$ cat config.mk
export PLATFORM = sky130hd
export DESIGN_NAME = stable_sorted_priority_queue_core
export DESIGN_NICKNAME = d
export VERILOG_FILES = /design/src/hdl/sspq_pkg.sv /design/src/hdl/stable_sorted_priority_queue_core.sv /design/src/hdl/sspq_ram.sv
export SDC_FILE = /design/constraint.sdc
export NUM_CORES = 1
export LEC_CHECK = 0
export BUFFER_PORTS_ARGS = -buffer_cell sky130_fd_sc_hd__buf_2
export CORE_ASPECT_RATIO = 0.6
export CORE_MARGIN = 2
export CORE_UTILIZATION = 35
export DETAILED_ROUTE_END_ITERATION = 8
export SLEW_MARGIN = 20
export SYNTH_ARGS = -nofsm -noshare
export SYNTH_HDL_FRONTEND = slang
export SYNTH_SLANG_ARGS = --single-unit
$ cat constraint.sdc
create_clock -name clk -period 6.3 [get_ports clk]
set_input_delay 0 -clock clk [delete_from_list [all_inputs] [get_ports clk]]
set_output_delay 0 -clock clk [all_outputs]
set_load 0.05 [all_outputs]
$ cat src/hdl/sspq_pkg.sv
package sspq_pkg;

  localparam int DEPTH_DEF = 16;

  localparam int PRI_W    = 8;
  localparam int TAG_W    = 32;
  localparam int STATUS_W = 2;
  localparam int OCC_W    = 5;

  // operation kinds (input tuser)
  localparam logic OP_PUSH = 1'b0;
  localparam logic OP_POP  = 1'b1;

  // result status codes (output tuser)
  localparam logic [STATUS_W-1:0] ST_OK    = 2'd0;
  localparam logic [STATUS_W-1:0] ST_FULL  = 2'd1;
  localparam logic [STATUS_W-1:0] ST_EMPTY = 2'd2;

  typedef struct packed {
    logic [PRI_W-1:0] pri;
    logic [TAG_W-1:0] tag;
  } entry_t;

  localparam int ENTRY_W = $bits(entry_t);

endpackage

$ cat src/hdl/stable_sorted_priority_queue_core.sv
// Pop: POP_RD reads the head slot and POP_DAT takes its data. Push: the hole rises
// past each lower-priority entry (one RAM read and one priority compare per shifted
// entry), then takes the new entry; push on full or pop on empty goes straight to
// OUT. One operation at a time; the next is taken once the sequencer is back in
// idle, even while the previous result still waits in the output register. rst
// (synchronous) empties the queue and clears control; RAM contents are left as is.
module stable_sorted_priority_queue_core
  import sspq_pkg::*;
#(
  parameter int DEPTH = DEPTH_DEF
) (
  input  logic        clk,
  input  logic        rst,
  input  logic        s_axis_tvalid,
  output logic        s_axis_tready,
  input  logic [39:0] s_axis_tdata,   // [7:0] priority_req, [39:8] payload_tag
  input  logic [0:0]  s_axis_tuser,   // [0] kind
  output logic        m_axis_tvalid,
  input  logic        m_axis_tready,
  output logic [47:0] m_axis_tdata,   // [7:0] out_priority, [39:8] out_payload,
                                      // [44:40] occupancy, [47:45] zero
  output logic [1:0]  m_axis_tuser    // [1:0] status
);

  localparam int PTR_W = $clog2(DEPTH);
  localparam int CNT_W = $clog2(DEPTH + 1);
  localparam logic [PTR_W-1:0] PTR_LAST = PTR_W'(DEPTH - 1);
  localparam logic [CNT_W-1:0] CNT_FULL = CNT_W'(DEPTH);
  localparam logic [PTR_W:0]   SUM_WRAP = (PTR_W + 1)'(DEPTH);

  // sequencer states
  localparam logic [2:0] S_IDLE     = 3'd0;
  localparam logic [2:0] S_PUSH_RD  = 3'd1;
  localparam logic [2:0] S_PUSH_CMP = 3'd2;
  localparam logic [2:0] S_POP_RD   = 3'd3;
  localparam logic [2:0] S_POP_DAT  = 3'd4;
  localparam logic [2:0] S_OUT      = 3'd5;

  logic [2:0]       state, state_next;
  logic [CNT_W-1:0] count, count_next;      // stored entries
  logic [PTR_W-1:0] head, head_next;        // physical slot of the top entry
  logic [PTR_W-1:0] hole, hole_next;        // slot being filled during a push
  logic [CNT_W-1:0] hole_pos, hole_pos_next; // logical position of the hole

  entry_t           op_entry;               // transaction being worked on
  logic [STATUS_W-1:0] res_status, res_status_next;
  entry_t           res_entry, res_entry_next;

  logic                out_valid;
  logic [STATUS_W-1:0] out_status;
  entry_t              out_entry;
  logic [OCC_W-1:0]    out_occ;

  logic             ram_we;
  logic [PTR_W-1:0] ram_waddr, ram_raddr;
  entry_t           ram_wdata, ram_rdata;

  logic [PTR_W:0]   tail_sum;
  logic [PTR_W-1:0] tail, hole_prev;
  logic             in_fire, out_load;

  sspq_ram #(
    .WIDTH(ENTRY_W),
    .DEPTH(DEPTH)
  ) u_ram (
    .clk  (clk),
    .we   (ram_we),
    .waddr(ram_waddr),
    .wdata(ram_wdata),
    .raddr(ram_raddr),
    .rdata(ram_rdata)
  );

  assign s_axis_tready = (state == S_IDLE);
  assign in_fire       = s_axis_tvalid && s_axis_tready;
  assign out_load      = (state == S_OUT) && (!out_valid || m_axis_tready);

  // circular buffer: tail slot = head + count (wraps at DEPTH)
  assign tail_sum  = {1'b0, head} + {1'b0, count[PTR_W-1:0]};
  assign tail      = (tail_sum >= SUM_WRAP) ? PTR_W'(tail_sum - SUM_WRAP)
                                            : tail_sum[PTR_W-1:0];
  assign hole_prev = (hole == '0) ? PTR_LAST : hole - 1'b1;

  always_comb begin
    state_next      = state;
    count_next      = count;
    head_next       = head;
    hole_next       = hole;
    hole_pos_next   = hole_pos;
    res_status_next = res_status;
    res_entry_next  = res_entry;
    ram_we          = 1'b0;
    ram_waddr       = hole;
    ram_wdata       = op_entry;
    ram_raddr       = (state == S_POP_RD) ? head : hole_prev;

    unique case (state)
      S_IDLE: begin
        if (in_fire) begin
          res_status_next = ST_OK;
          res_entry_next  = '0;
          if (s_axis_tuser[0] == OP_PUSH) begin
            if (count == CNT_FULL) begin
              res_status_next = ST_FULL;
              state_next      = S_OUT;
            end else begin
              hole_next     = tail;
              hole_pos_next = count;
              state_next    = S_PUSH_RD;
            end
          end else begin
            if (count == '0) begin
              res_status_next = ST_EMPTY;
              state_next      = S_OUT;
            end else begin
              state_next = S_POP_RD;
            end
          end
        end
      end
      S_PUSH_RD: begin
        // hole at the top: nothing above to compare
        if (hole_pos == '0) begin
          ram_we     = 1'b1;
          count_next = count + 1'b1;
          state_next = S_OUT;
        end else begin
          state_next = S_PUSH_CMP;
        end
      end
      S_PUSH_CMP: begin
        // entry above the hole: move it down if strictly lower priority
        if (ram_rdata.pri < op_entry.pri) begin
          ram_we        = 1'b1;
          ram_wdata     = ram_rdata;
          hole_next     = hole_prev;
          hole_pos_next = hole_pos - 1'b1;
          state_next    = S_PUSH_RD;
        end else begin
          ram_we     = 1'b1;
          count_next = count + 1'b1;
          state_next = S_OUT;
        end
      end
      S_POP_RD: begin
        state_next = S_POP_DAT;
      end
      S_POP_DAT: begin
        res_entry_next = ram_rdata;
        head_next      = (head == PTR_LAST) ? '0 : head + 1'b1;
        count_next     = count - 1'b1;
        state_next     = S_OUT;
      end
      S_OUT: begin
        if (out_load) begin
          state_next = S_IDLE;
        end
      end
      default: begin
        state_next = S_IDLE;
      end
    endcase
  end

  always_ff @(posedge clk) begin
    if (rst) begin
      state     <= S_IDLE;
      count     <= '0;
      head      <= '0;
      out_valid <= 1'b0;
    end else begin
      state <= state_next;
      count <= count_next;
      head  <= head_next;
      if (out_load) begin
        out_valid <= 1'b1;
      end else if (m_axis_tready) begin
        out_valid <= 1'b0;
      end
    end
  end

  // payload and working registers
  always_ff @(posedge clk) begin
    hole       <= hole_next;
    hole_pos   <= hole_pos_next;
    res_status <= res_status_next;
    res_entry  <= res_entry_next;
    if (in_fire) begin
      op_entry.pri <= s_axis_tdata[7:0];
      op_entry.tag <= s_axis_tdata[39:8];
    end
    if (out_load) begin
      out_status <= res_status;
      out_entry  <= res_entry;
      out_occ    <= OCC_W'(count);
    end
  end

  assign m_axis_tvalid = out_valid;
  assign m_axis_tuser  = out_status;
  assign m_axis_tdata  = {3'b000, out_occ, out_entry.tag, out_entry.pri};

  // ---------------------------------------------------------------------------
  a_count_bound: assert property (@(posedge clk) disable iff (rst)
    count <= CNT_FULL)
    else $error("entry count above capacity");

  a_full_occ: assert property (@(posedge clk) disable iff (rst)
    out_valid && (out_status == ST_FULL) |-> out_occ == OCC_W'(DEPTH))
    else $error("full drop reported with queue not full");

  a_empty_zero: assert property (@(posedge clk) disable iff (rst)
    out_valid && (out_status == ST_EMPTY) |->
      (out_entry == '0) && (out_occ == '0))
    else $error("empty pop result not zero");

  a_load_from_out: assert property (@(posedge clk) disable iff (rst)
    $rose(m_axis_tvalid) |-> $past(state) == S_OUT)
    else $error("result shown outside the output step");

  a_write_in_push: assert property (@(posedge clk) disable iff (rst)
    ram_we |-> (state == S_PUSH_RD) || (state == S_PUSH_CMP))
    else $error("RAM written outside a push");

endmodule

$ cat src/hdl/sspq_ram.sv
module sspq_ram #(
  parameter int WIDTH = 40,
  parameter int DEPTH = 16
) (
  input  logic                     clk,
  input  logic                     we,
  input  logic [$clog2(DEPTH)-1:0] waddr,
  input  logic [WIDTH-1:0]         wdata,
  input  logic [$clog2(DEPTH)-1:0] raddr,
  output logic [WIDTH-1:0]         rdata
);

  logic [WIDTH-1:0] mem [DEPTH];

  always_ff @(posedge clk) begin
    if (we) begin
      mem[waddr] <= wdata;
    end
    rdata <= mem[raddr];
  end

endmodule

==> impl_summary.md, run 1 <==
Global route
The overall overflow remaining after global route is 0. Entering global routing, the biggest net connects approximately 130 pins. The number of global-route vias before repair is 16900. The total track usage is about 15%. The number of antenna violations at the first check in global routing is 2. The first global-routing pass estimated approximately 110000 um of wire.

Placement
The HPWL after detailed placement is approximately 40000 um. Routability-driven placement finished with a final weighted congestion of between 0.7 and 0.8. During placement, the flow inserted port buffers numbering slightly above 90. The worst slack after detailed placement is 2.69 ns.

The placed instances occupy a cell area of about 0.034 mm2.

STA
The max-slew violation total from the final report is 0. Setup repair after global routing left no endpoint under its margin. The count of endpoints failing hold in the final timing report is 0. The time the final worst path needs with I/O delays and setup is roughly 3.7 ns. After routing, the total negative slack on setup checks comes to 0 ns.

The least setup slack across all paths after layout is 2.63 ns. On the final layout, the worst clock skew is between 0.01 and 0.015 ns. The share of the clock period used by the worst path after layout is 58.3%.

Setup violations remaining at the end of the flow were counted as 0. Headroom to the max-slew limit came out at between 20 and 30%. The measured slew at the worst slew-check pin is 1.07 ns. The highest clock rate is around 0.27 GHz.

Floorplan
The area of the die is 0.0954 mm2. The cell row count is between 80 and 90. After floorplanning, the core was sized to cover 0.0919 mm2. The die extent in x is roughly 400 um.

The vertical die dimension is roughly 240 um. The initial core utilization is a little over a third. During I/O placement, the number of pins put on the boundary was between 90 and 100.

Clock tree
For this design, the sink count on the clock tree is 831. In this run, CTS created clock tree buffers numbering just under 80. The clock latency on the worst-skew pair is 0.64 ns. The CTS tree is yes. In this run the deepest clock path goes through 3 buffers. The register clock-pin slew on the reported worst setup and hold paths is 0.06 ns. The clock tree synthesis step divided the H-tree into 3 levels. In this run, post-CTS repair resized a total of 0 instances.

In this run the clock root is driven by a clkbuf_16. In this run the post-CTS setup repair buffer count came out at 0.

Logic synthesis
Counting every instance in the synthesized netlist gives 1914. Of all flip-flops after synthesis, the portion carrying an async set or reset was 0%. The part of the Yosys area used for sequential elements is 75.1%. The post-synthesis instance area is around 0.033 mm2. After synthesis the netlist holds a flip-flop and latch count of ~830. The average instance in the mapped netlist occupies 17.0 um2. Counting distinct cell types in the post-synthesis netlist gives 54. Counting flops with a built-in enable in the synthesized netlist gives about 780. The leading register cell type out of synthesis is edfxtp_1. The number of warnings reported in the yosys synthesis log is 0.

Drt
In the routed design, unresolved DRC markers number 0. The starting DRC count in detailed routing is between 1000 and 1500. Dividing the detail-routed wire length by the instance count gives between 20 and 25 um. The number of nets with antenna violations after detailed routing is 0. After detailed routing, the number of vias per cell comes to 5.01. For this block, the via count after detailed routing is approximately 17000. The first detailed-routing pass ran for 5 iterations.

The total routed wirelength is between 70000 and 80000 um.

Cells and area
The fill cell instance count of the final layout is approximately 8300. The area growth from synthesis to layout is 15.3%. Summing all non-filler instances in the final layout gives an area of approximately 0.038 mm2. Cells fill 40.8% of the core in the end. The number of nets in the finished design is between 2000 and 2500. The area of the multi-input gates is around 0.0076 mm2. The flip-flop and latch area is roughly 0.024 mm2.

Cells with a size suffix above 1 make up 16.0% of the layout.

Flow run
The number of violations of the max-capacitance limit is 0.

Setup path
The worst setup path is of the reg -> reg kind. The first element of the critical path is state[0]. For the worst setup path, the data arrival time is ~4.2 ns. The endpoint class of the critical path is a register. The worst setup slack for register-to-register paths is 2.63 ns. In this run the worst setup path terminates at u_ram.rdata[30]. The highest net fanout along the worst path is around 130. The worst register-to-register path ends at u_ram.rdata[30]. STA classifies the critical path startpoint as a register. The worst reg2reg path startpoint is state[0]. The worst-case reg-to-reg path depth is 7.

At the worst endpoint, the required time is a little under 7 ns.

Power
The ratio of total power to cell area is around 470 mW/mm2. The worst vdd rail ir drop is around 0.55 mV. The leakage power figure is 13.0 nW.

Run status
The run finished with clean final reports.

Worst hold path
The path class of the tightest hold or removal check is in -> reg.
[metrics by stage]
| step | total power [W] | cells | hold WS [ns] |
|---|---|---|---|
| CTS | 0.0177 | 3355 | 0.0266 |
| global route | 0.0184 | 3358 | 0.0435 |
| global placement | 0.0127 | 3171 | 0.177 |
| detailed placement | 0.0128 | 3171 | 0.178 |
| finish | 0.0175 | 3358 | 0.0676 |
| floorplan | 0.0113 | 1916 | 0.0989 |
[routing by layer]
metal  track usage (%)  part of all wire (%)  wire (um)  up-vias
met2              23.1                    44      32600      452
met3              2.63                   5.6       4160      103
li1                  -                     -          -     7691
met1              23.1                    49      35900     8564
met5                 0                     0          0        -
met4              3.68                   1.6       1160        0
[layout make-up]
class	count	area share, %
Antenna cell	1	0.00667
Clock buffer	107	5.96
Clock inverter	33	0.968
Inverter	18	0.180
Multi-Input combinational cell	959	20.3
Sequential cell	831	65.1
Tap cell	1232	4.11
Timing Repair Buffer	177	3.39
[sequential cells by signal (all words and copies together), names as in the netlist, 3 cells and up]
| name | flops |
|---|---|
| hole_pos | 5 |
| res_entry | 40 |
| hole | 4 |
| count | 5 |
| out_occ | 5 |
| head | 4 |
| m_axis_tdata | 40 |
| op_entry | 40 |
| state | 3 |
| u_ram.rdata | 40 |
| u_ram.mem | 640 |
[worst min path at each step]
stage / start / end / cells past startpoint
after CTS: s_axis_tdata[39] / op_entry[31] / 2
after floorplan: s_axis_tdata[8] / op_entry[0] / 0
final: s_axis_tdata[39] / op_entry[31] / 2
after detailed placement: s_axis_tdata[26] / op_entry[18] / 1
after global routing: s_axis_tdata[36] / op_entry[28] / 2
after global placement: s_axis_tdata[36] / op_entry[28] / 1
[cells in the mapped netlist, types with 9 or more instances]
library cell	count	area, um2
mux2_2	54	608
buf_2	18	90.1
and2_1	43	269
buf_4	25	188
ha_1	21	263
buf_6	16	180
a32oi_1	42	368
clkbuf_1	45	169
o21ai_0	10	50.1
edfxtp_1	778	23400
mux2i_1	281	2810
nand2_1	107	402
o221ai_1	40	350
a21oi_1	107	536
inv_1	16	60.1
nor2_1	114	428
mux2_1	59	664
dfxtp_1	53	1060
nor3_1	9	45.0
[worst max-delay path, stage by stage, from the launching register on]
cell	delay, ns
dfxtp_1	0.67
nand3b_4	0.28
mux2i_4	0.88
buf_12	0.68
mux2i_1	0.28
nand2_1	0.07
a32oi_1	0.30
o221ai_1	0.18
[timing repair]
action / CTS / global route
setup endpoints to repair: 0 / 0
hold buffers: 44 / 0
hold endpoints to repair: 55 / 0
[cell usage in the layout (no fill, tap or decap), types with 8 or more instances in the layout]
cell type / count
edfxtp_1: 778
mux2i_1: 281
nand2_1: 107
a21oi_1: 106
nor2_1: 102
buf_2: 93
clkbuf_16: 81
mux2_1: 59
mux2_2: 54
dfxtp_1: 53
dlygate4sd3_1: 44
and2_1: 42
a32oi_1: 41
o221ai_1: 40
buf_4: 36
ha_1: 21
inv_1: 16
clkbuf_1: 15
clkinv_2: 14
nor2_4: 12
clkbuf_8: 11
clkinv_1: 9
o21ai_1: 9
bufinv_16: 8
[kinds of logic after synthesis]
group / after synthesis / synth area share, %
buffers and inverters: 126 / 2.18
xor gates and xnor gates: 11 / 0.296
other: 1 / 0.0115
AOI/OAI and AO/OA: 227 / 4.70
and+or+nand+nor: 300 / 4.13
DFF: 831 / 75.1
adders and majority gates: 23 / 0.931
muxes: 395 / 12.6
[report_power, final]
part / internal [W] / leakage, nW / switching (W)
clock: 0.00281 / 1.28 / 0.00200
combinational: 0.00188 / 4.17 / 0.00339
sequential: 0.00714 / 7.51 / 0.000300
Note: power is estimated with default switching activity, not from simulation.
==> run 2: changes to the inputs <==
- clock period: 6.3 -> 2.95 ns (I/O delays scaled with it)
==> run 2 against run 1 <==
Fmax grew 31%. Clock skew up 0.014 ns. Sequential power increased by 110%. First-iteration DRC count down 0.67%. Clock-buffer cell count decreased by 6. Sequential share of layout area down 1.6 points. Highest routed layer unchanged. Global-route usage up 0.33 points. Non-clock buffer count grew 45. Critical path depth rose by 1. Hold slack gained 0.0032 ns. Via count is 0.55% higher.
==> impl_summary.md, run 2 (synthesized netlist as in run 1, its figures left out) <==
STA
Setup repair after global routing left no endpoint under its margin. The worst relative slew slack was 58.0% (+30 points). The aggregate negative setup slack was 0 ns (unchanged). The highest clock rate is 0.357 GHz (+31%). The worst clock skew is 0.0264 ns (+0.0139 ns).

The max-slew violation total from the final report is 0 (unchanged). The count of endpoints failing hold in the final timing report is 0 (unchanged). The final hold slack is 0.0708 ns (+0.00320 ns).

The total of endpoints with negative setup slack in the final report is 0 (unchanged). The least setup slack across all paths after layout is 0.150 ns (-2.48 ns). The measured slew at the worst slew-check pin is 0.630 ns (-0.442 ns).

The share of the clock period used by the worst path after layout came to 94.9% (+37 points). The time the final worst path needs with I/O delays and setup is 2.80 ns (-0.870 ns).

Drt
The post-route DRC violation count is 0 (unchanged). The via-per-instance ratio is 4.96 (-0.92%). The total routed wirelength is 75500 um (+2.2%).

The number of nets with antenna violations after detailed routing is 0 (unchanged). The number of detailed-routing iterations run before antenna repair came to 6 (+1). The routed length per instance is 22.2 um (+0.72%). The starting DRC count in detailed routing is 1487 (-0.67%). The via count came to 16900 (+0.55%).

Global route
The total track usage is 15.7% (+0.33 points). The maximum number of pins on one net before global-route repair is 61 (-52%). The number of antenna violations at the first check in global routing is 1 (-1). The overall overflow remaining after global route is 0 (unchanged). The number of global-route vias before repair was 17100 (+0.86%). The global-route wire length before repair came to 110000 um (about the same).

Clock tree
The register clock-pin slew on the reported worst setup and hold paths was 0.06 ns (about the same). The number of buffers created by CTS is 78 (+1.3%). TritonCTS built the clock tree. The total number of H-tree levels is 3 (unchanged). The number of clock sinks seen by CTS is 831 (unchanged). The maximum clock path buffer count is 3 (unchanged). The root cell of the clock tree is clkbuf_16. The clock latency on the worst-skew pair was 0.65 ns (about the same).

Setup path
The highest net fanout along the worst path is 16 (-87%). The critical path startpoint category is a register. In this run the critical register-to-register path is launched from op_entry[35].

The worst-case reg-to-reg path depth came to 8 (+1). The worst setup path is of the reg -> reg kind. The data required time at the worst endpoint is 3.26 ns (-3.52 ns). The worst setup path is captured at a register. The worst endpoint data arrival time is 3.11 ns (-1.04 ns). The worst setup slack for register-to-register paths is 0.15 ns (-2.48 ns). In this run the critical register-to-register path is captured at u_ram.mem[2][32].

Floorplan
The vertical die dimension is 240 um (unchanged). The placeable core region is 0.0919 mm2 (unchanged). The count of pins on the block boundary is 97 (unchanged). The initial core utilization was 35.4% (unchanged). The die extent in x came to 397 um (unchanged). The area of the die is 0.0954 mm2 (unchanged). The cell row count is 86 (unchanged).

Cells and area
The cell area after layout came to 0.0384 mm2 (+2.5%). The largest register by flop count is u_ram.mem. The fill cell instance count of the final layout came to 8182 (-0.87%).

The top cell types in the final layout, fill and taps aside, are edfxtp_1 (778), mux2i_1 (281), nand2_1 (107). The share of cells above drive strength 1 came to 17.7% (+1.8 points). The flip-flop count of the largest register, all copies and words added is 640 (unchanged). The share of the core filled with cells came to 41.8% (+1.0 points). The area growth from synthesis to layout is 18.2%. Leaving out fill and tap cells, the most frequent cell in the layout is edfxtp_1. The number of nets in the finished design was 2178 (+2.2%).

Placement
The worst slack after detailed placement is 0.129 ns (-2.56 ns). The HPWL after detailed placement is 39500 um (-1.5%). The cell area reported after detailed placement came to 0.0353 mm2 (+2.6%). The routability congestion estimate is 0.754 (-1.2%).

The count of buffers inserted at the top-level ports is 93 (unchanged).

Worst hold path
In this run the worst hold path is classified as in -> reg. The cell count of the worst hold path is 2 (unchanged). For hold timing, the worst endpoint is op_entry[39].

The hold path startpoint is s_axis_tdata[7].

Flow run
The number of violations of the max-capacitance limit came to 0 (unchanged).

Run status
The flow ran to the end, and the final reports show no timing, DRC or antenna violations.

Power
The ratio of total power to cell area is 996 mW/mm2 (+110%). The leakage power figure is 13.3 nW (+2.9%). The worst vdd rail ir drop was 0.806 mV (+47%).
## run 2: cell types whose count changed in the layout (fill, tap and decap cells not counted), moves of 4 or more
cell	previous run	this run
clkbuf_8	11	3
clkinvlp_4	3	7
o21ai_0	6	10
buf_12	2	45
nor3_2	5	1
nor3_4	0	4
inv_6	0	4
o21ai_1	9	5
## run 2: metal layers
metal / vias to the layer above / share of wire [%] / global-route usage, %
li1: 7800 / - / -
met1: 8499 / 46 / 21.7
met2: 474 / 46 / 24.7
met3: 130 / 5.9 / 3.61
met4: 0 / 2.4 / 4.51
met5: - / 0 / 0
## run 2: layout make-up
class | instances | area, um2 | share of cell area [%]
Sequential cell | 831 | 24400 | 63.5
Multi-Input combinational cell | 959 | 7620 | 19.8
Timing Repair Buffer | 222 | 2130 | 5.55
Clock buffer | 101 | 2110 | 5.49
Tap cell | 1232 | 1540 | 4.01
Clock inverter | 42 | 529 | 1.38
Inverter | 18 | 67.6 | 0.176
Antenna cell | 3 | 7.51 | 0.0195
## run 2: what timing repair did
action | CTS | global route
hold buffers | 45 | 0
hold endpoints to repair | 65 | 0
setup endpoints to repair | 0 | 171
buffers inserted | 0 | 1
resized for setup | 0 | 1
## run 2: how the worst max path moves through the flow
stage / cells after the start / start / end
2_1_floorplan: 7 / hole_pos[0] / u_ram.mem[13][0]
3_3_place_gp: 8 / op_entry[37] / u_ram.mem[2][14]
3_5_place_dp: 8 / op_entry[37] / u_ram.mem[2][14]
4_1_cts: 8 / op_entry[37] / u_ram.mem[6][23]
5_1_grt: 8 / hole_pos[0] / u_ram.mem[13][0]
6_report: 8 / op_entry[35] / u_ram.mem[2][32]
## run 2: where the power goes
part | internal [W] | switching, W
Sequential | 0.0152 | 0.000548
Combinational | 0.00471 | 0.00739
Clock | 0.00605 | 0.00434
## run 2: critical path, cell delays in order (launching register included)
cell       delay, ns
edfxtp_1        0.36
inv_1           0.08
ha_1            0.24
a21oi_1         0.15
o21ai_1         0.16
a2111oi_4       0.43
buf_12          0.18
buf_6           0.28
mux2_1          0.56
## run 2: per-stage QoR
stage,std cells,total power (W)
6_report,3408,0.0383
4_1_cts,3402,0.0386
3_3_place_gp,3214,0.0278
3_5_place_dp,3214,0.0281
5_1_grt,3405,0.0401
2_1_floorplan,1916,0.0241
==> run 3: changes to the inputs <==
- CAP_MARGIN: not set -> 20
- GPL_TIMING_DRIVEN: not set -> 1
- PLACE_DENSITY: not set -> 0.59
==> run 3 against run 2 <==
First-iteration DRC count up 4.2%. Sequential share of layout area increased by 0.10 points. Fmax about the same. Non-clock buffer count up 2. Clock skew is 0.0053 ns higher. Sequential power is essentially flat. Combinational power about the same. Clock-buffer cell count grew 11. Worst setup slack improved by 0.0027 ns. Critical path depth unchanged. Routed wire length up 1.2%. Cell count is essentially flat. Critical path type unchanged. Largest cell class unchanged. Highest routed layer unchanged.
==> impl_summary.md, run 3 (synthesized netlist as in run 1, its figures left out) <==
Power
The worst vdd rail ir drop is 0.763 mV (-5.3%). The leakage power figure is 13.3 nW (-0.18%). The clock share of power is 26.4% (-0.8 points).

The ratio of total power to cell area is 984 mW/mm2 (-1.2%). The internal cell power is 0.0255 W (-1.8%). The share of total power in sequential cells is 41.9% (+0.7 points).

The part of the total power dissipated in combinational logic is 31.7% (about the same). The proportion of total power due to net switching is 32.4% (+0.35 points). The reported net switching power came to 0.0122 W (-0.24%).

STA
The measured slew at the worst slew-check pin is 0.835 ns (+0.205 ns). The max-slew violation total from the final report is 0 (unchanged). The count of endpoints failing hold in the final timing report came to 0 (unchanged). The share of the clock period used by the worst path after layout was 94.8% (about the same). The worst relative slew slack is 44.3% (-14 points).

The aggregate negative setup slack was 0 ns (unchanged). The time the final worst path needs with I/O delays and setup was 2.80 ns (-0.00268 ns). Setup repair after global routing left no endpoint under its margin. The worst clock skew is 0.0318 ns (+0.00532 ns). The least setup slack across all paths after layout is 0.152 ns (+0.00268 ns). The highest clock rate is 0.357 GHz (about the same). The total of endpoints with negative setup slack in the final report is 0 (unchanged).

Global route
The global-route wire length before repair was 113000 um (+2.7%). The maximum number of pins on one net before global-route repair came to 86 (+41%). The number of global-route vias before repair is 17000 (-0.35%). The overall overflow remaining after global route is 0 (unchanged). The number of antenna violations at the first check in global routing is 1 (unchanged). The total track usage was 16.1% (+0.37 points).

Placement
The HPWL after detailed placement was 41400 um (+4.8%). The count of buffers inserted at the top-level ports is 93 (unchanged). The worst slack after detailed placement is 0.123 ns (-0.00606 ns). The cell area reported after detailed placement is 0.0354 mm2 (+0.28%). The routability congestion estimate is 0.767 (+1.8%). The cell count after placement was 3219 (+0.16%).

Setup path
The endpoint class of the critical path is a register. The data required time at the worst endpoint is 3.28 ns (+0.02 ns). STA classifies the critical path startpoint as a register. The worst endpoint data arrival time is 3.13 ns (+0.02 ns). The worst-case reg-to-reg path depth is 8 (unchanged).

In this run the critical register-to-register path is captured at u_ram.mem[8][8]. The worst reg2reg path startpoint is op_entry[37]. The setup path with the least slack is of type reg -> reg. The worst setup slack for register-to-register paths is 0.15 ns (about the same). The highest net fanout along the worst path is 37 (+21).

Cells and area
The area growth from synthesis to layout is 18.0%. The cell area after layout is 0.0384 mm2 (-0.16%). The largest register by flop count is u_ram.mem. In the layout the commonest cells are edfxtp_1 (778), mux2i_1 (281), nand2_1 (107). The share of cells above drive strength 1 was 18.0% (+0.27 points). The flip-flop count of the largest register, all copies and words added is 640 (unchanged). The count of placed standard cells in the final layout, fillers left out is 3406 (-0.059%). The number of nets in the finished design is 2179 (+0.046%). Leaving out fill and tap cells, the most frequent cell in the layout is edfxtp_1.

The number of antenna repair diodes is 0 (-3). The share of the core filled with cells is 41.8% (-0.068 points).

Drt
The via-per-instance ratio was 4.97 (+0.17%). The routed length per instance came to 22.4 um (+1.2%). The via count is 16900 (+0.11%). The total routed wirelength came to 76400 um (+1.2%).

The number of detailed-routing iterations run before antenna repair is 5 (-1). The starting DRC count in detailed routing came to 1550 (+4.2%). The post-route DRC violation count is 0 (unchanged).

The number of nets with antenna violations after detailed routing is 0 (unchanged).

Clock tree
The clock latency on the worst-skew pair is 0.65 ns (about the same). The total number of H-tree levels came to 3 (unchanged). TritonCTS built the clock tree. The root cell of the clock tree is clkbuf_16.

The maximum clock path buffer count was 3 (unchanged). The number of buffers created by CTS is 77 (-1.3%). The number of clock sinks seen by CTS was 831 (unchanged). The post-CTS setup buffer count is 0 (unchanged). The register clock-pin slew on the reported worst setup and hold paths is 0.06 ns (about the same).

Floorplan
The placeable core region was 0.0919 mm2 (unchanged). The area of the die is 0.0954 mm2 (unchanged). The vertical die dimension came to 240 um (unchanged). The cell row count is 86 (unchanged).

The die extent in x is 397 um (unchanged). The initial core utilization is 35.4% (unchanged). The count of pins on the block boundary is 97 (unchanged).

Worst hold path
The worst min-delay path class is in -> reg. For hold timing, the worst endpoint is op_entry[32]. The cell count of the worst hold path is 2 (unchanged). The startpoint identified for the worst hold timing path is s_axis_tdata[0].

Flow run
The number of violations of the max-capacitance limit was 0 (unchanged).

Run status
The run finished with clean final reports.
-- run 3: timing repair --
item                                    CTS  global route
hold endpoints to repair                 69             0
endpoints found under the setup margin    0           123
gates resized for setup                   0             8
hold buffers                             45             0
-- run 3: final cells by class --
cell class                 count  area [um2]
inverter                      18        67.6
sequential                   831       24400
fill                        8145       53500
clock inverter                30         280
tap                         1232        1540
multi-input combinational    959        7620
timing repair buffer         224        2190
clock buffer                 112        2250
-- run 3: how the worst max path moves through the flow --
stage	start	to	slack, ns
floorplan	hole_pos[0]	u_ram.mem[13][0]	-0.47
global placement	op_entry[37]	u_ram.mem[4][14]	0.19
detailed placement	op_entry[37]	u_ram.mem[3][15]	0.12
CTS	op_entry[37]	u_ram.mem[1][15]	0.09
global route	op_entry[37]	u_ram.mem[11][31]	0.0001
finish	op_entry[37]	u_ram.mem[8][8]	0.15
-- run 3: worst max-delay path: stages, from the launching register on --
cell and delay [ns]:
edfxtp_1 0.37, inv_1 0.09, ha_1 0.25, a21o_1 0.18
a21oi_1 0.14, nor2b_1 0.10, a2111oi_4 0.49, buf_12 0.29
mux2_2 0.51
-- run 3: power by group through the flow --
stage | Sequential (W) | Combinational (W) | Clock, W
2_1_floorplan | 0.0160 | 0.00809 | 0
3_3_place_gp | 0.0161 | 0.0117 | 0
3_5_place_dp | 0.0161 | 0.0119 | 0
4_1_cts | 0.0158 | 0.0120 | 0.0102
5_1_grt | 0.0159 | 0.0130 | 0.0107
6_report | 0.0158 | 0.0120 | 0.00997
-- run 3: per-stage QoR --
| step | hold slack (ns) | total power [W] |
|---|---|---|
| global route | 0.0525 | 0.0396 |
| floorplan | 0.0989 | 0.0241 |
| detailed placement | 0.178 | 0.0280 |
| CTS | 0.00886 | 0.0381 |
| finish | 0.0623 | 0.0378 |
| global placement | 0.180 | 0.0278 |
-- run 3: layer usage --
metal / GRT usage [%] / wire, um / vias up / part of all wire (%)
met5: 0 / 0 / - / 0
met4: 4.30 / 1450 / 0 / 1.9
met3: 2.70 / 4310 / 110 / 5.6
met2: 24.8 / 34500 / 476 / 45
met1: 23.4 / 36100 / 8553 / 47
li1: - / - / 7783 / -
